**src/sv/skel_pkg.sv**
```systemverilog
// ----------------------------------------------------------------------------
// skel_pkg
// Shared types and codes for the sorted key extent lookup block.
// ----------------------------------------------------------------------------
package skel_pkg;

	localparam int KEY_W   = 64;
	localparam int EXT_W   = 48;
	localparam int IDX_W   = 10;
	localparam int OP_W    = 2;
	localparam int STAT_W  = 2;

	localparam logic [OP_W-1:0] OP_CLEAR  = 2'd0;
	localparam logic [OP_W-1:0] OP_APPEND = 2'd1;
	localparam logic [OP_W-1:0] OP_LOOKUP = 2'd2;

	localparam logic [STAT_W-1:0] STAT_DONE      = 2'd0;
	localparam logic [STAT_W-1:0] STAT_FULL      = 2'd1;
	localparam logic [STAT_W-1:0] STAT_NOT_ASCND = 2'd2;

	typedef struct packed {
		logic [OP_W-1:0]  opcode;
		logic [KEY_W-1:0] search_key;
		logic [EXT_W-1:0] extent_end;
	} cmd_t;

	typedef struct packed {
		logic              found;
		logic [IDX_W-1:0]  entry_index;
		logic [EXT_W-1:0]  start_offset;
		logic [EXT_W-1:0]  extent_length;
		logic [STAT_W-1:0] status;
	} res_t;

	typedef enum logic [5:0] {
		ST_IDLE  = 6'b000001,
		ST_ISSUE = 6'b000010,
		ST_CMP   = 6'b000100,
		ST_PREV  = 6'b001000,
		ST_CUR   = 6'b010000,
		ST_RESP  = 6'b100000
	} state_t;

endpackage

```
**src/sv/skel_ctrl.sv**
```systemverilog
// ----------------------------------------------------------------------------
// skel_ctrl
// Command sequencer: clear/append bookkeeping, range check, binary search
// over the key RAM and extent fetch from the end RAM, plus the result register.
// ----------------------------------------------------------------------------
module skel_ctrl import skel_pkg::*; #(
	parameter int TABLE_DEPTH = 1024,
	parameter int KEY_WIDTH   = 64,
	localparam int AW = $clog2(TABLE_DEPTH),
	localparam int CW = $clog2(TABLE_DEPTH + 1)
) (
	input  logic                 clk,
	input  logic                 arst_n,
	input  logic                 cmd_valid,
	output logic                 cmd_stall,
	input  cmd_t                 cmd,
	output logic                 res_valid,
	input  logic                 res_stall,
	output res_t                 res,
	output logic                 key_we,
	output logic [AW-1:0]        key_waddr,
	output logic [KEY_WIDTH-1:0] key_wdata,
	output logic [AW-1:0]        key_raddr,
	input  logic [KEY_WIDTH-1:0] key_rdata,
	output logic                 end_we,
	output logic [AW-1:0]        end_waddr,
	output logic [EXT_W-1:0]     end_wdata,
	output logic [AW-1:0]        end_raddr,
	input  logic [EXT_W-1:0]     end_rdata
);

	state_t               state_q;
	logic [CW-1:0]        count_q;
	logic [KEY_WIDTH-1:0] first_key_q;
	logic [KEY_WIDTH-1:0] last_key_q;
	logic [KEY_WIDTH-1:0] key_q;
	logic [CW-1:0]        lo_q;
	logic [CW-1:0]        hi_q;
	logic [CW-1:0]        mid_q;
	logic [EXT_W-1:0]     start_q;
	res_t                 res_q;
	res_t                 out_q;
	logic                 out_valid_q;

	logic                 accept;
	logic [KEY_WIDTH-1:0] cmd_key;
	logic                 app_full;
	logic                 app_order;
	logic                 app_ok;
	logic                 range_miss;
	logic [CW-1:0]        mid_c;
	logic                 out_free;
	logic [AW+IDX_W-1:0]  mid_ext;

	assign cmd_stall  = (state_q != ST_IDLE);
	assign accept     = cmd_valid && (state_q == ST_IDLE);
	assign cmd_key    = cmd.search_key[KEY_WIDTH-1:0];
	assign app_full   = (count_q == CW'(TABLE_DEPTH));
	assign app_order  = (count_q != '0) && (cmd_key <= last_key_q);
	assign app_ok     = !app_full && !app_order;
	assign range_miss = (count_q == '0) || (cmd_key < first_key_q) || (cmd_key > last_key_q);
	assign mid_c      = lo_q + ((hi_q - lo_q) >> 1);
	assign out_free   = !out_valid_q || !res_stall;
	assign mid_ext    = {{IDX_W{1'b0}}, mid_q[AW-1:0]};

	assign key_we    = accept && (cmd.opcode == OP_APPEND) && app_ok;
	assign key_waddr = count_q[AW-1:0];
	assign key_wdata = cmd_key;
	assign key_raddr = mid_c[AW-1:0];
	assign end_we    = key_we;
	assign end_waddr = count_q[AW-1:0];
	assign end_wdata = cmd.extent_end;

	// previous end is fetched first unless the hit is entry zero
	always_comb begin
		end_raddr = mid_q[AW-1:0];
		if (state_q == ST_CMP && mid_q != '0) begin
			end_raddr = mid_q[AW-1:0] - AW'(1);
		end
	end

	always_ff @(posedge clk or negedge arst_n) begin
		if (!arst_n) begin
			state_q     <= ST_IDLE;
			count_q     <= '0;
			out_valid_q <= 1'b0;
		end else begin
			if (state_q == ST_RESP && out_free) begin
				out_valid_q <= 1'b1;
			end else if (!res_stall) begin
				out_valid_q <= 1'b0;
			end
			unique case (state_q)
				ST_IDLE: begin
					if (accept) begin
						if (cmd.opcode == OP_LOOKUP && !range_miss) begin
							state_q <= ST_ISSUE;
						end else begin
							state_q <= ST_RESP;
						end
						if (cmd.opcode == OP_CLEAR) begin
							count_q <= '0;
						end else if (key_we) begin
							count_q <= count_q + CW'(1);
						end
					end
				end
				ST_ISSUE: begin
					state_q <= (lo_q < hi_q) ? ST_CMP : ST_RESP;
				end
				ST_CMP: begin
					if (key_rdata == key_q) begin
						state_q <= (mid_q == '0) ? ST_CUR : ST_PREV;
					end else begin
						state_q <= ST_ISSUE;
					end
				end
				ST_PREV: state_q <= ST_CUR;
				ST_CUR:  state_q <= ST_RESP;
				ST_RESP: begin
					if (out_free) begin
						state_q <= ST_IDLE;
					end
				end
				default: state_q <= ST_IDLE;
			endcase
		end
	end

	always_ff @(posedge clk) begin
		case (state_q)
			ST_IDLE: begin
				if (accept) begin
					key_q <= cmd_key;
					lo_q  <= '0;
					hi_q  <= count_q;
					res_q <= '0;
					if (cmd.opcode == OP_APPEND) begin
						if (app_full) begin
							res_q.status <= STAT_FULL;
						end else if (app_order) begin
							res_q.status <= STAT_NOT_ASCND;
						end else begin
							last_key_q <= cmd_key;
							if (count_q == '0) begin
								first_key_q <= cmd_key;
							end
						end
					end
				end
			end
			ST_ISSUE: mid_q <= mid_c;
			ST_CMP: begin
				if (key_rdata == key_q) begin
					start_q <= '0;
				end else if (key_rdata < key_q) begin
					lo_q <= mid_q + CW'(1);
				end else begin
					hi_q <= mid_q;
				end
			end
			ST_PREV: start_q <= end_rdata;
			ST_CUR: begin
				res_q.found         <= 1'b1;
				res_q.entry_index   <= mid_ext[IDX_W-1:0];
				res_q.start_offset  <= start_q;
				res_q.extent_length <= end_rdata - start_q;
			end
			ST_RESP: begin
				if (out_free) begin
					out_q <= res_q;
				end
			end
			default: ;
		endcase
	end

	assign res_valid = out_valid_q;
	assign res       = out_q;

`ifndef SYNTH
	a_count_bound: assert property (@(posedge clk) disable iff (!arst_n)
		count_q <= CW'(TABLE_DEPTH))
		else $error("entry count above table depth");

	a_window: assert property (@(posedge clk) disable iff (!arst_n)
		(state_q == ST_ISSUE) |-> (lo_q <= hi_q && hi_q <= count_q))
		else $error("search window out of bounds");

	a_write_on_accept: assert property (@(posedge clk) disable iff (!arst_n)
		key_we |-> (cmd_valid && !cmd_stall && cmd.opcode == OP_APPEND))
		else $error("table write without an append transfer");

	a_resp_issue: assert property (@(posedge clk) disable iff (!arst_n)
		(state_q == ST_RESP && out_free) |=> (res_valid && state_q == ST_IDLE))
		else $error("result not presented after completion");
`endif

endmodule

```
**config.mk**
```make
export PLATFORM = sky130hd
export DESIGN_NAME = skel_ctrl
export DESIGN_NICKNAME = d
export VERILOG_FILES = /design/src/sv/skel_pkg.sv /design/src/sv/skel_ctrl.sv
export SDC_FILE = /design/constraint.sdc
export NUM_CORES = 1
export LEC_CHECK = 0
export ABC_AREA = 1
export BUFFER_PORTS_ARGS = -buffer_cell sky130_fd_sc_hd__buf_2
export CAP_MARGIN = 20
export CORE_MARGIN = 3
export CORE_UTILIZATION = 51
export DETAILED_ROUTE_END_ITERATION = 10
export GPL_TIMING_DRIVEN = 1
export HOLD_SLACK_MARGIN = 0.1
export PLACE_DENSITY = 0.77
export SETUP_SLACK_MARGIN = 0.2
export SYNTH_ARGS = -nofsm -noshare
export SYNTH_HDL_FRONTEND = slang
export SYNTH_SLANG_ARGS = --single-unit
```
**constraint.sdc**
```tcl
create_clock -name clk -period 6.5 [get_ports clk]
set_clock_uncertainty 0.05 [all_clocks]
set_input_delay 0.325 -clock clk [delete_from_list [all_inputs] [get_ports clk]]
set_output_delay 0.325 -clock clk [all_outputs]
set_load 0.1 [all_outputs]
```
==> results of run 1 <==
where the power goes:
group          internal [W]  switching [W]  total (W)
Sequential          0.00424       0.000191    0.00443
Combinational      0.000806        0.00378    0.00459
Clock               0.00177        0.00128    0.00306
Total               0.00681        0.00526     0.0121
registers in the layout (all words and copies together), names as in the netlist:
name and flops:
first_key_q 64, hi_q 11, last_key_q 64, res_valid 1, lo_q 11, key_q 64
mid_q 11, res 109, count_q 11, start_q 48, res_q 109, state_q 6
per-layer routing:
metal | routed length, um | GRT usage [%]
met1 | 26900 | 29.3
met3 | 5270 | 5.18
met4 | 2290 | 8.65
met2 | 32300 | 39.7
met5 | 0 | 0
kinds of logic after synthesis:
kind of cell               count (synthesis)
AOI/OAI and AO/OA                        399
xor gates and xnor gates                  42
adders and majority gates                266
buffers and inverters                    637
DFF                                      509
and+or+nand+nor                          752
cell usage in the layout, fill, tap and decap left out, drive strengths merged, types with 2 or more instances in the layout:
cell,count
edfxtp,491
inv,476
buf,411
nand2,335
nor2,290
ha,263
a21oi,203
o21ai,126
dlygate4sd3,118
clkbuf,64
nand3,54
xor2,32
nor3,29
clkinv,24
nand4,18
a31oi,17
dfrtp,17
nor4,17
o21a,16
xnor2,10
a21o,10
o21bai,8
diode,6
bufinv,6
a21boi,5
o211ai,4
nor3b,4
o221ai,3
fa,3
and3,3
a221oi,2
clkinvlp,2
worst min-delay path by stage:
stage                       from         end  slack (ps)  cells past startpoint
final                     arst_n  count_q[0]         150                      2
after global routing      arst_n  count_q[0]         190                      2
after CTS                 arst_n  count_q[0]         130                      2
after detailed placement  arst_n  count_q[0]         230                      1
after global placement    arst_n  count_q[0]         230                      1
after floorplan           arst_n  count_q[0]         -20                      0
through the flow:
| stage | setup slack (ps) | std cells |
|---|---|---|
| 6_report | 2160 | 3755 |
| 2_1_floorplan | 856 | 2605 |
| 4_1_cts | 2100 | 3748 |
| 3_5_place_dp | 2600 | 3529 |
| 5_1_grt | 1840 | 3755 |
| 3_3_place_gp | 2770 | 3529 |
cells in the mapped netlist, types with 2 or more instances:
master and count:
nor4_1 14, dfrtp_1 17, inv_1 468, nor3_2 2
fa_1 3, o21bai_1 8, ha_1 263, a221oi_1 2
nor3_1 27, o21a_1 16, a21boi_0 5, nor4_2 2
nor3b_1 4, o211ai_1 4, o21ai_0 121, inv_2 3
clkbuf_1 15, a21oi_1 203, nand2_1 333, o221ai_1 3
nand2_2 2, o21ai_1 4, a21o_1 10, nor2_2 3
xnor2_1 10, xor2_1 32, edfxtp_1 491, nand4_1 18
a31oi_1 17, buf_4 143, nand3_1 53, buf_2 7
nor2_1 286, and3_1 3
worst register-to-register path, delay by kind of cell, from the launching register on:
family | cells | cell delay, ps
buffers and inverters | 3 | 1680
DFF | 1 | 420
and+or+nand+nor | 4 | 1320
layout make-up:
class                      instances  share of cell area, %
inverter                         471                   5.54
sequential                       509                   47.7
clock buffer                      64                   4.36
clock inverter                    37                   1.14
timing repair buffer             529                   10.3
antenna                            6                 0.0471
tap                              680                   2.67
multi-input combinational       1459                   28.3
repair_timing:
action,CTS,global route
hold buffers,118,0
setup buffers,0,0
hold endpoints to repair,267,0
==> run summary, run 1 <==
status -> finished, final reports clean
largest net degree at the start of global routing -> 77
top-level I/O count -> 495
CTS tree -> yes
Mean Syn Cell Area -> 10.4 sq um
Placed Area -> 0.0289 sq mm
cts repair resizes -> 0
Compound-Gate Fraction of Synth Area -> 7.99%
Die Width -> 237 um
ANT nets after route -> 0
Final Cell Area -> 0.0319 sq mm
R2R depth -> 7
antenna violations before repair -> 6
Req. time, crit path -> 6120 ps
WP data arrival -> 3960 ps
Detail Placement HPWL -> 48.5 mm
Setup TNS Final -> 0 ps
CTS root buffer -> clkbuf_16
Crit Path Max Fanout -> 5
fmax -> 231 MHz
total wire length -> 66.7 mm
Synth area leader -> edfxtp_1
port bufs -> 398
Initial Util -> 52.3%
worst slew pin tran -> 974 ps
Final nets -> 3520
Core Area -> 0.0519 sq mm
Clock Latency Late Sink -> 610 ps
RR Endpoint -> res_q[57]
Max IR drop VDD -> 0.692 mV
syn_nets -> 3101
placer congestion estimate -> 0.915
post-synth cell types -> 47
Seq cells post-synth -> 509
Post-Synth Adder-Cell Area -> 12.3%
Global Route Usage Sum -> 23.3%
cell area after synthesis -> 0.0271 sq mm
Hold Fails Final Rpt -> 0
H-tree Lvls -> 2
Tmin final -> 4340 ps
Worst Setup End Kind -> output port
FF+latch area -> 0.0152 sq mm
Lkg Pwr -> 14.5 nW
Core Rows -> 83
delay-heaviest family, CP -> compound AO/OA/AOI/OAI gates
largest family of logic cells by synthesized area -> adder cells
worst reg-to-reg setup slack -> 2650 ps
RSZ-0062 raised after global routing -> no
Max Cap Viol -> 0
First-pass DRT Iterations -> 6
Worst Setup SP -> lo_q[2]
max-slew violations -> 0
CP Launch Type -> flip-flop
Slowest Stage Delay on Critical Path -> 480 ps
Setup crit end -> key_raddr[9]
Die H -> 237 um
Crit Path Category -> reg2out
# DRC -> 0
cell mode on critical path -> nand2_1
Syn Inst Count -> 2605
HP Class -> in2async
crit path buf inv count -> 2
gr ovfl total -> 0
Area contributors post-synth -> edfxtp_1, ha_1, inv_1
Relative slew margins -> 35.0%
yosys warns -> 0
layout cells sized above 1 -> 16.8%
mux contribution to synthesized area -> 0%
critical path depth -> 20
Layout Utilization -> 61.4%
asr flop ratio synth -> 3.54%
simple-gate share of the synthesized area -> 11.5%
worst path cell trace -> inv_1, ha_1, nand2_1, nand2_1, a31oi_1, xor2_1, ha_1, a21oi_1, nand2_1, nand2_1, nand2_1, nand2_1, nand2_1, a21oi_1, o21bai_1, nand2_1, nand2_1, a21oi_1, xnor2_1, buf_2
post-synth top area share -> 54.3%
number of synthesized flops with an enable pin -> 491
initial DRC count -> 1411
Main synth FF type -> edfxtp_1
Hold Slack -> 152 ps
post-synthesis sequential area ratio -> 56.0%
vias in the first global route -> 20.0k
Final Cycle Share -> 66.7%
xor/xnor cell area share of the yosys netlist -> 1.36%
Vias -> 19.7k
power per cell area -> 379 mW/mm^2
DIE AREA -> 0.0560 sq mm
drt via density -> 5.26
Multi-input gate area -> 0.00903 sq mm
Fill cells -> 4030
total CTS buffers -> 54
Sink Count -> 509
global-route wire length before repair -> 105 mm
final total power -> 0.0121 W
Setup violations, final -> 0
DR WL/cell -> 17.8 um
Clock transition at path regs -> 60 ps
Worst path slowest cell -> buf_2
Critical R2R Launch -> state_q[5]
clock tree buffer depth -> 3
Synth-to-Final Area Change -> 17.5%
No activity file was read; power rests on OpenSTA's default activity.
==> run 2, diff against run 1 <==
- ABC_AREA: 1 -> 0
- CORE_UTILIZATION: 51 -> 55
- PLACE_DENSITY: 0.77 -> 0.79
- clock period: 6.5 -> 4.4 ns (I/O delays scaled with it)
==> run 2 against run 1 <==
  * Routed wire length shrank 4.3%
  * Global-route usage increased by 1.1 points
  * Setup slack worse by 1800 ps
  * Critical path type unchanged
  * Critical endpoint unchanged
  * Largest cell class unchanged
  * Largest power group unchanged
==> run summary, run 2 <==
Critical R2R Launch -> key_q[54]
Final Cell Area -> 0.0315 sq mm (-1.2%)
Initial Util -> 55.8% (+3.5 points)
Sink Count -> 509 (unchanged)
cell area after synthesis -> 0.0267 sq mm (-1.6%)
Slowest Stage Delay on Critical Path -> 420 ps (-60 ps)
DIE AREA -> 0.0512 sq mm (-8.6%)
Core Rows -> 80 (-3.6%)
yosys warns -> 0 (unchanged)
power per cell area -> 711 mW/mm^2 (+88%)
max-slew violations -> 0 (unchanged)
Max IR drop VDD -> 2.83 mV (+310%)
Setup violations, final -> 0 (unchanged)
RSZ-0062 raised after global routing -> yes
Synth area leader -> edfxtp_1
Relative slew margins -> 40.3% (+5.3 points)
antenna violations before repair -> 3 (-3)
fmax -> 246 MHz
placer congestion estimate -> 0.953 (+4.1%)
drt via density -> 5.53 (+5.2%)
Die H -> 226 um (-4.4%)
RR Endpoint -> lo_q[9]
H-tree Lvls -> 2 (unchanged)
Placed Area -> 0.0284 sq mm (-1.8%)
First-pass DRT Iterations -> 5 (-1)
ANT nets after route -> 0 (unchanged)
Seq cells post-synth -> 509 (unchanged)
Hold Path Sink -> res[52]
gr ovfl total -> 0 (unchanged)
top-level I/O count -> 495 (unchanged)
delay-heaviest family, CP -> compound AO/OA/AOI/OAI gates
CP Launch Type -> flip-flop
Tmin final -> 4070 ps
syn_nets -> 2720 (-12%)
commonest non-fill, non-tap cell in the layout -> edfxtp_1
Req. time, crit path -> 4130 ps (-1990 ps)
HP Class -> reg2reg
Syn Inst Count -> 2224 (-15%)
initial DRC count -> 1043 (-26%)
Vias -> 18.2k (-7.7%)
Mean Syn Cell Area -> 12.0 sq um (+15%)
Worst Setup End Kind -> output port
Clock transition at path regs -> 60 ps (about the same)
WP data arrival -> 3800 ps (-160 ps)
vias in the first global route -> 18.7k (-6.3%)
Final nets -> 3133 (-11%)
cell mode on critical path -> a21oi_2
Detail Placement HPWL -> 44.8 mm (-7.7%)
port bufs -> 398 (unchanged)
Min-Delay Path Depth -> 0
layout cells sized above 1 -> 20.2% (+3.4 points)
Die Width -> 226 um (-4.4%)
post-synth cell types -> 70 (+49%)
Hold Fails Final Rpt -> 0 (unchanged)
total wire length -> 63.9 mm (-4.3%)
largest net degree at the start of global routing -> 108 (+40%)
global-route wire length before repair -> 98.2 mm (-6.1%)
Global Route Usage Sum -> 24.5% (+1.1 points)
Core Area -> 0.0478 sq mm (-7.9%)
worst path cell trace -> inv_1, ha_2, inv_1, fa_2, xor2_2, ha_1, a21o_1, a21oi_2, o21bai_1, a21oi_2, o21bai_1, a21oi_2, o21bai_1, a21oi_2, xnor2_2, buf_6
Synth-to-Final Area Change -> 18.1%
worst slew pin tran -> 872 ps (-102 ps)
DR WL/cell -> 19.4 um (+9.1%)
CTS tree -> yes
most frequent cells in the layout -> edfxtp_1, buf_2, inv_1
Fill cells -> 3407 (-15%)
Clock Latency Late Sink -> 600 ps (about the same)
worst reg-to-reg setup slack -> 580 ps (-2070 ps)
status -> finished, final reports clean
# DRC -> 0 (unchanged)
R2R depth -> 12 (+5)
clock tree buffer depth -> 3 (unchanged)
number of synthesized flops with an enable pin -> 491 (unchanged)
Crit Path Max Fanout -> 2 (-3)
Final Cycle Share -> 92.5%
Layout Utilization -> 65.9% (+4.4 points)
total CTS buffers -> 53 (-1.9%)
Lkg Pwr -> 14.4 nW (-0.57%)
Synth top cells by count -> edfxtp_1, inv_1, ha_1
asr flop ratio synth -> 3.54% (unchanged)
CTS root buffer -> clkbuf_16
post-synth top area share -> 55.2% (+0.90 points)
Worst path slowest cell -> fa_2
Area contributors post-synth -> edfxtp_1, ha_1, inv_1
most common cell in the netlist -> edfxtp_1
hold_sp -> res_q[52]
Crit Path Category -> reg2out
Main synth FF type -> edfxtp_1
post-synthesis sequential area ratio -> 56.9% (+0.93 points)
crit path buf inv count -> 3 (+1)
Max Cap Viol -> 0 (unchanged)
run 2: cell types whose count changed in the layout (fill, tap and decap cells not counted), moves of 28 or more:
cell / delta
a21oi_1: -105
o21ai_0: -52
nor2_1: -125
inv_1: -178
a21o_1: +92
nand2_1: -261
and2_1: +64
nand4_1: +36
xnor2_1: +28
run 2: layer usage:
layer | vias up | GRT usage, % | part of all wire (%)
li1 | 8640 | - | -
met1 | 8687 | 29.4 | 39
met2 | 746 | 43.4 | 50
met3 | 142 | 4.97 | 7.5
met4 | 0 | 9.41 | 3.4
met5 | - | 0 | 0
run 2: cell families after synthesis:
| logic type | synth area share (%) |
|---|---|
| flops | 56.9 |
| simple gates | 9.45 |
| buf+inv | 8.63 |
| compound gates | 9.80 |
| fa+ha+maj | 12.6 |
| xor+xnor | 2.10 |
| mux | 0.530 |
run 2: where the power goes:
part	internal (W)	switching [W]
sequential	0.00709	0.000390
clock	0.00263	0.00185
combinational	0.00239	0.00806
run 2: worst max path at each step:
stage                     slack (ps)  cells after the start  startpoint             end
after floorplan                 -650                      4  state_q[0]  first_key_q[0]
after global placement           520                     12   key_q[54]        lo_q[10]
after detailed placement         490                     12   key_q[54]         lo_q[9]
after CTS                        180                     17     hi_q[0]    key_raddr[9]
after global routing             160                     16     hi_q[0]    key_raddr[9]
final                            330                     16     hi_q[0]    key_raddr[9]
run 2: area by class of cell:
class,count,area (sq um),area share (%)
Multi-Input combinational cell,1245,9320,29.6
Sequential cell,509,15200,48.2
Antenna cell,4,10.0,0.0318
Clock inverter,30,322,1.02
Clock buffer,63,1410,4.46
Tap cell,615,769,2.44
Inverter,291,1100,3.48
Timing Repair Buffer,537,3390,10.8
run 2: per-stage QoR:
| stage | std cells | TNS (ps) | hold WS [ps] | setup WS [ps] | power (W) |
|---|---|---|---|---|---|
| 4_1_cts | 3286 | 0 | 344 | 177 | 0.0221 |
| 3_3_place_gp | 3072 | 0 | 135 | 525 | 0.0171 |
| 2_1_floorplan | 2224 | -42610 | -126 | -646 | 0.0162 |
| 3_5_place_dp | 3072 | 0 | 137 | 490 | 0.0173 |
| 6_report | 3294 | 0 | 363 | 332 | 0.0224 |
| 5_1_grt | 3290 | 0 | 372 | 163 | 0.0233 |
run 2: timing repair:
action / in CTS / in global routing
gates cloned: 0 / 0
pin swaps: 1 / 11
endpoints found under the setup margin: 3 / 6
resized for setup: 8 / 21
endpoints found under the hold margin: 270 / 0
hold buffers: 120 / 0
buffers inserted: 1 / 4
